===== src/hw/rtl/srdg_pkg.sv =====
// Shared definitions for the subarray row descriptor generator.
// Register map and field widths; no dependencies.
package srdg_pkg;

  localparam int unsigned CfgIdxW  = 4;
  localparam int unsigned CfgDataW = 16;

  localparam logic [CfgIdxW-1:0] RegExtentMid   = 4'd0;
  localparam logic [CfgIdxW-1:0] RegExtentInner = 4'd1;
  localparam logic [CfgIdxW-1:0] RegStartOuter  = 4'd2;
  localparam logic [CfgIdxW-1:0] RegStartMid    = 4'd3;
  localparam logic [CfgIdxW-1:0] RegStartInner  = 4'd4;
  localparam logic [CfgIdxW-1:0] RegSizeOuter   = 4'd5;
  localparam logic [CfgIdxW-1:0] RegSizeMid     = 4'd6;
  localparam logic [CfgIdxW-1:0] RegSizeInner   = 4'd7;

  localparam int unsigned EpochW   = 32;
  localparam int unsigned ArrayIdW = 16;
  localparam int unsigned OffsetW  = 50;
  localparam int unsigned RowBytesW = 22;

  // shared multiplier operand widths
  localparam int unsigned MulAW = 17;
  localparam int unsigned MulBW = 33;

endpackage


===== src/hw/rtl/subarray_row_descriptor_generator_top.sv =====
// Subarray row descriptor generator: one descriptor per inner row of a local block.
// Uses srdg_pkg for the register map and widths.
//
//  channel | direction | handshake             | payload
//  --------+-----------+-----------------------+-----------------------------------------
//  in      | sink      | in_valid_i/in_stall_o | request_epoch_i, array_id_i
//  out     | source    | out_valid_o/out_stall_i | out_epoch_o, out_array_id_o, offsets,
//          |           |                       | row_bytes_o, last_row_o
//  cfg     | sink      | cfg_valid_i/cfg_ready_o | cfg_index_i, cfg_data_i
//
// From accept to the output register each word makes five passes through one
// shared 17x33 multiplier (plane size, mid term, outer term, local row, local
// offset) and then a load step. No new word is taken until the last one is loaded:
// the input stalls while a word is in flight. The output register lets the next
// word start while a descriptor waits. Reset clears the row counters and loads the
// register reset values. An output stall holds the load step.
module subarray_row_descriptor_generator_top #(
  parameter int unsigned NUM_DIMS   = 3,
  parameter int unsigned ELEM_BYTES = 4
) (
  input  logic                              clk_i,
  input  logic                              rst_ni,
  input  logic                              in_valid_i,
  output logic                              in_stall_o,
  input  logic [srdg_pkg::EpochW-1:0]       request_epoch_i,
  input  logic [srdg_pkg::ArrayIdW-1:0]     array_id_i,
  output logic                              out_valid_o,
  input  logic                              out_stall_i,
  output logic [srdg_pkg::EpochW-1:0]       out_epoch_o,
  output logic [srdg_pkg::ArrayIdW-1:0]     out_array_id_o,
  output logic [srdg_pkg::OffsetW-1:0]      global_byte_offset_o,
  output logic [srdg_pkg::RowBytesW-1:0]    row_bytes_o,
  output logic [srdg_pkg::OffsetW-1:0]      local_byte_offset_o,
  output logic                              last_row_o,
  input  logic                              cfg_valid_i,
  output logic                              cfg_ready_o,
  input  logic [srdg_pkg::CfgIdxW-1:0]      cfg_index_i,
  input  logic [srdg_pkg::CfgDataW-1:0]     cfg_data_i
);

  localparam int unsigned OffW = srdg_pkg::OffsetW;
  localparam int unsigned AW   = srdg_pkg::MulAW;
  localparam int unsigned BW   = srdg_pkg::MulBW;

  localparam logic [2:0] S_IDLE = 3'd0;
  localparam logic [2:0] S_M0   = 3'd1;
  localparam logic [2:0] S_M1   = 3'd2;
  localparam logic [2:0] S_M2   = 3'd3;
  localparam logic [2:0] S_M3   = 3'd4;
  localparam logic [2:0] S_M4   = 3'd5;
  localparam logic [2:0] S_DONE = 3'd6;

  // configuration registers
  logic [15:0] ext_mid_q, ext_inner_q, st_outer_q, st_mid_q, st_inner_q;
  logic [15:0] bs_outer_q, bs_mid_q, bs_inner_q;

  logic [15:0] row_outer_q, row_outer_d, row_mid_q, row_mid_d;
  logic [2:0]  state_q, state_d;

  logic [srdg_pkg::EpochW-1:0]   epoch_q;
  logic [srdg_pkg::ArrayIdW-1:0] aid_q;

  logic [31:0]     plane_q;
  logic [OffW-1:0] prod_q, prod_d;
  logic [OffW-1:0] gacc_q, gacc_d;

  logic [AW-1:0]   mul_a;
  logic [BW-1:0]   mul_b;
  logic [OffW-1:0] mul_p;

  logic            out_valid_q;
  logic [srdg_pkg::EpochW-1:0]    out_epoch_q;
  logic [srdg_pkg::ArrayIdW-1:0]  out_aid_q;
  logic [OffW-1:0]                gbo_q, lbo_q;
  logic [srdg_pkg::RowBytesW-1:0] row_bytes_q;
  logic                           last_q;

  // effective geometry for the configured number of dimensions
  logic [15:0] st_outer_e, st_mid_e, bs_outer_e, bs_mid_e, io_e, im_e;
  logic        wrap_mid, wrap_outer, out_free, load;

  always_comb begin
    st_outer_e = (NUM_DIMS < 3) ? 16'd0 : st_outer_q;
    bs_outer_e = (NUM_DIMS < 3) ? 16'd1 : bs_outer_q;
    io_e       = (NUM_DIMS < 3) ? 16'd0 : row_outer_q;
    st_mid_e   = (NUM_DIMS < 2) ? 16'd0 : st_mid_q;
    bs_mid_e   = (NUM_DIMS < 2) ? 16'd1 : bs_mid_q;
    im_e       = (NUM_DIMS < 2) ? 16'd0 : row_mid_q;
  end

  assign wrap_mid   = ({1'b0, im_e} + 17'd1) >= {1'b0, bs_mid_e};
  assign wrap_outer = ({1'b0, io_e} + 17'd1) >= {1'b0, bs_outer_e};

  assign out_free = !out_valid_q || !out_stall_i;
  assign load     = (state_q == S_DONE) && out_free;

  // shared multiplier operand select
  always_comb begin
    mul_a = '0;
    mul_b = '0;
    case (state_q)
      S_M0: begin
        mul_a = {1'b0, ext_mid_q};
        mul_b = {17'd0, ext_inner_q};
      end
      S_M1: begin
        mul_a = {1'b0, st_mid_e} + {1'b0, im_e};
        mul_b = {17'd0, ext_inner_q};
      end
      S_M2: begin
        mul_a = {1'b0, st_outer_e} + {1'b0, io_e};
        mul_b = {1'b0, plane_q};
      end
      S_M3: begin
        mul_a = {1'b0, io_e};
        mul_b = {17'd0, bs_mid_e};
      end
      S_M4: begin
        // local row index: io * bs_mid + im stays below 2^32
        mul_a = {1'b0, bs_inner_q};
        mul_b = prod_q[BW-1:0] + {17'd0, im_e};
      end
      default: begin
        mul_a = '0;
        mul_b = '0;
      end
    endcase
  end

  assign mul_p = OffW'(mul_a) * OffW'(mul_b);

  always_comb begin
    state_d     = state_q;
    prod_d      = prod_q;
    gacc_d      = gacc_q;
    row_outer_d = row_outer_q;
    row_mid_d   = row_mid_q;
    case (state_q)
      S_IDLE: begin
        if (in_valid_i) state_d = S_M0;
      end
      S_M0: begin
        prod_d  = mul_p;
        state_d = S_M1;
      end
      S_M1: begin
        prod_d  = mul_p;
        state_d = S_M2;
      end
      S_M2: begin
        prod_d  = mul_p;
        gacc_d  = prod_q + {{(OffW-16){1'b0}}, st_inner_q};
        state_d = S_M3;
      end
      S_M3: begin
        prod_d  = mul_p;
        gacc_d  = gacc_q + prod_q;
        state_d = S_M4;
      end
      S_M4: begin
        prod_d  = mul_p;
        state_d = S_DONE;
      end
      S_DONE: begin
        if (out_free) begin
          state_d = S_IDLE;
          if (!wrap_mid) begin
            row_mid_d = im_e + 16'd1;
          end else begin
            row_mid_d   = '0;
            row_outer_d = wrap_outer ? 16'd0 : io_e + 16'd1;
          end
        end
      end
      default: state_d = S_IDLE;
    endcase
  end

  always_ff @(posedge clk_i or negedge rst_ni) begin
    if (!rst_ni) begin
      state_q     <= S_IDLE;
      row_outer_q <= '0;
      row_mid_q   <= '0;
      out_valid_q <= 1'b0;
      ext_mid_q   <= 16'd1;
      ext_inner_q <= 16'd1;
      st_outer_q  <= 16'd0;
      st_mid_q    <= 16'd0;
      st_inner_q  <= 16'd0;
      bs_outer_q  <= 16'd1;
      bs_mid_q    <= 16'd1;
      bs_inner_q  <= 16'd1;
    end else begin
      state_q     <= state_d;
      row_outer_q <= row_outer_d;
      row_mid_q   <= row_mid_d;
      if (load) out_valid_q <= 1'b1;
      else if (!out_stall_i) out_valid_q <= 1'b0;
      if (cfg_valid_i) begin
        case (cfg_index_i)
          srdg_pkg::RegExtentMid:   ext_mid_q   <= cfg_data_i;
          srdg_pkg::RegExtentInner: ext_inner_q <= cfg_data_i;
          srdg_pkg::RegStartOuter:  st_outer_q  <= cfg_data_i;
          srdg_pkg::RegStartMid:    st_mid_q    <= cfg_data_i;
          srdg_pkg::RegStartInner:  st_inner_q  <= cfg_data_i;
          srdg_pkg::RegSizeOuter:   bs_outer_q  <= cfg_data_i;
          srdg_pkg::RegSizeMid:     bs_mid_q    <= cfg_data_i;
          srdg_pkg::RegSizeInner:   bs_inner_q  <= cfg_data_i;
          default: ; // drop writes beyond the map
        endcase
      end
    end
  end

  // datapath registers
  always_ff @(posedge clk_i) begin
    prod_q <= prod_d;
    gacc_q <= gacc_d;
    if (state_q == S_IDLE && in_valid_i) begin
      epoch_q <= request_epoch_i;
      aid_q   <= array_id_i;
    end
    if (state_q == S_M1) plane_q <= prod_q[31:0];
    if (load) begin
      out_epoch_q <= epoch_q;
      out_aid_q   <= aid_q;
      gbo_q       <= gacc_q * OffW'(ELEM_BYTES);
      lbo_q       <= prod_q * OffW'(ELEM_BYTES);
      row_bytes_q <= srdg_pkg::RowBytesW'(bs_inner_q) * srdg_pkg::RowBytesW'(ELEM_BYTES);
      last_q      <= wrap_mid && wrap_outer;
    end
  end

  assign in_stall_o           = (state_q != S_IDLE);
  assign cfg_ready_o          = 1'b1;
  assign out_valid_o          = out_valid_q;
  assign out_epoch_o          = out_epoch_q;
  assign out_array_id_o       = out_aid_q;
  assign global_byte_offset_o = gbo_q;
  assign local_byte_offset_o  = lbo_q;
  assign row_bytes_o          = row_bytes_q;
  assign last_row_o           = last_q;

endmodule

===== config.mk =====
export PLATFORM = sky130hd
export DESIGN_NAME = subarray_row_descriptor_generator_top
export DESIGN_NICKNAME = d
export VERILOG_FILES = /design/src/hw/rtl/srdg_pkg.sv /design/src/hw/rtl/subarray_row_descriptor_generator_top.sv
export SDC_FILE = /design/constraint.sdc
export NUM_CORES = 2
export LEC_CHECK = 0
export ABC_CLOCK_PERIOD_IN_PS = 11700
export BUFFER_PORTS_ARGS = -buffer_cell sky130_fd_sc_hd__buf_2
export CORE_ASPECT_RATIO = 1.75
export CORE_MARGIN = 2
export CORE_UTILIZATION = 63
export DETAILED_ROUTE_END_ITERATION = 7
export GPL_ROUTABILITY_DRIVEN = 0
export GPL_TIMING_DRIVEN = 1
export PLACE_DENSITY = 0.85
export SYNTH_ARGS = -nofsm -noshare
export SYNTH_HDL_FRONTEND = slang
export SYNTH_SLANG_ARGS = --single-unit
export TNS_END_PERCENT = 1

===== constraint.sdc =====
create_clock -name clk_i -period 11.7 [get_ports clk_i]
set_input_delay 0.585 -clock clk_i [delete_from_list [all_inputs] [get_ports clk_i]]
set_output_delay 0.585 -clock clk_i [all_outputs]
set_load 0.01 [all_outputs]

==> flow_summary.toml <==
[setup_path]
end_kind = "register"
path_max_fanout = 14
crit_path_start_kind = "register"
worstPathArrival_ps = 10840
critPathMaxStageDelay_ps = 1120
cp_common_cell = "fa_1"
critical_path_required_ps = 12170
cpMaxStageDelayCell = "o21ai_1"
path_class = "reg2reg"

[floorplanning]
die_area_um2 = 68000
ios = 247
die_y_um = 343
die_w_um = 198
fp-row-count = 124
core_area_um2 = 65200
start_util_pct = 63.6

[global_routing]
grt_pass1_wl_um = 194000
grt_pass1_vias = 34600
grt-ovfl-total = 0
antenna_found_initial = 11
grt_max_degree = 109
grt_usage_pct = 38.5

[hold_path]
hold_class = "in2async"

[placement]
port_buffers = 235
dp.final_hpwl_um = 90900

[cts]
clk_latency_ps = 630
postCtsSetupBuffers = 0
cts_root_buffer = "clkbuf_16"
cts_made_buffers = 47
cts_resized = 0
clock_path_buffers = 3
clk_pin_slew_ps = 70
cts-hold-fix-buffers = 0
cts_max_level = 2
cts_tree = "yes"
cts.sinks = 501

[drt]
drt-vias-per-instance = 6.43
route.detailed.drc = 0
drtIter0Drc = 2891
via_count = 32300
final_antenna_net_count = 0
wirelength_um = 127000
post_drt_wl_per_cell_um = 25.3
drt_first_pass_iters = 7

[yosys]
syn_area_um2 = 41500
yosys_warnings = 0
synth_top_flop_cell = "edfxtp_1"
ys_async_sr_fraction_pct = 32.7
yosys_register_bits = 501
seq_area_frac_synth_pct = 34.3
syn-mean-instance-area_um2 = 10.5
synth_cell_type_count = 96
synth_enable_flop_cells = 337
postSynthCellCount = 3964

[timing]
finalClockSkew_ps = 45.8
rsz0062_at_grt = "no"
drv_slew = 0
fmax_ghz = 0.0964
period_share_pct = 88.7
relSlewSlack_pct = 1.66
tns_ps = 0
worst_pin_slew_ps = 1470
post-route-min-period_ps = 10370
finalSetupViolCount = 0
hold_viol = 0

[final_layout]
final_common_cell = "inv_1"
final_nets = 4944
syn2layout_area_growth_pct = 9.63
nFillCells = 4498
final_cell_mix = "598 x inv_1, 567 x nand2_1, 467 x fa_1, 337 x edfxtp_1, 244 x ha_1"
multiInputGateArea_um2 = 24600
seq_area_um2 = 14200
drive_above_1_share_pct = 13.7
fin_util_pct = 69.7

[power]
peakVddDrop_v = 0.000156
power.density_nw_per_um2 = 202
p_leak_nw = 21.0

[status]
status = "completed"

[job]
cap_violations = 0
[report_power, final]
| part | switching [mW] | internal (mW) |
|---|---|---|
| clock network | 0.735 | 0.980 |
| registers | 0.330 | 2.53 |
| logic | 3.16 | 1.46 |
| total | 4.22 | 4.97 |
[metal layers]
| metal | vias up | global-route usage (%) | wire (um) |
|---|---|---|---|
| li1 | 13400 | - | - |
| met1 | 15600 | 37.4 | 36900 |
| met2 | 2279 | 63.2 | 60700 |
| met3 | 1025 | 12.4 | 13900 |
| met4 | 4 | 38.6 | 15800 |
| met5 | - | 0 | 26 |
[worst max-delay path: cells and delay by family, from the launching register on]
kind / cells / cell delay [ps]
fa+ha+maj: 9 / 4500
compound gates: 13 / 3920
simple gates: 5 / 940
flops: 1 / 480
buf+inv: 3 / 230
xor+xnor: 1 / 150
[stage by stage]
step           setup WS, ps  instances  instance area, um^2  total power, mW  hold WS (ps)
2_1_floorplan          2860       3973                41500             5.48           289
3_3_place_gp           1890       4930                43700             7.04           400
3_5_place_dp           1630       4930                43700             7.17           405
4_1_cts                1650       5016                45400             8.90          73.8
5_1_grt                1020       5019                45400             9.54           113
6_report               1330       5025                45400             9.19          49.3
[final timing paths]
check	startpoint	to	slack (ps)	depth (start not counted)
min in group clk_i	request_epoch_i[20]	epoch_q[20]	130	1
setup / recovery	im_e[0]	prod_q[45]	1330	31
max in group asynchronous	rst_ni	ext_inner_q[8]	10010	2
setup reg to reg	im_e[0]	prod_q[45]	1330	31
hold reg to reg	epoch_q[31]	out_epoch_o[31]	410	0
hold / removal	rst_ni	st_outer_e[12]	50	1
[state kept, by name, summed over array words and instances, names as in the netlist, 32 cells and up]
register,count
epoch_q,32
gacc_q,48
global_byte_offset_o,48
local_byte_offset_o,48
out_epoch_o,32
plane_q,32
prod_q,48
[area by class of cell]
cell class                      instances  share of cell area (%)
Multi-Input combinational cell       2714                    54.1
Sequential cell                       501                    31.3
Inverter                              601                    4.97
Timing Repair Buffer                  295                    3.59
Clock buffer                           53                    2.75
Tap cell                              819                    2.25
Clock inverter                         33                    1.00
Antenna cell                            9                  0.0496
[Yosys cell counts, drive strengths merged (5+ instances only)]
library cell,instances,area share [%]
nand3,44,0.53
nor3,43,0.52
a41o,5,0.12
a31oi,23,0.42
nor4,11,0.17
or2,11,0.17
ha,244,7.4
a211oi,21,0.42
and2,138,2.1
o21a,32,0.58
or3,8,0.12
mux2,127,3.4
a221oi,5,0.14
a21boi,5,0.10
dfrtp,159,9.6
nor2,145,1.3
buf,35,0.46
dfstp,5,0.32
a21o,66,1.2
a22o,12,0.25
o21ai,161,2.0
a2111oi,6,0.14
fa,467,23
nand3b,5,0.091
a21oi,133,1.6
o21bai,21,0.38
nor2b,22,0.33
nand2,568,5.1
nor3b,5,0.091
nand4,16,0.24
inv,599,5.4
xor2,54,1.1
a22oi,28,0.51
a211o,6,0.13
clkbuf,122,1.1
xnor2,116,2.5
o22ai,17,0.26
o31ai,8,0.14
edfxtp,337,24
o211ai,11,0.23
and3,38,0.57
and4,7,0.15
nand2b,25,0.38
[cells by family after synthesis]
logic type	count (synthesis)	share of synthesized area [%]
XOR/XNOR	170	3.59
adder cells (fa/ha/maj)	711	29.9
AO/OA/AOI/OAI	597	9.51
buffers and inverters	758	7.01
AND/OR/NAND/NOR	1094	12.1
multiplexers	131	3.55
flip-flops	501	34.3
other	2	0.0181
No activity file was read; power rests on OpenSTA's default activity.
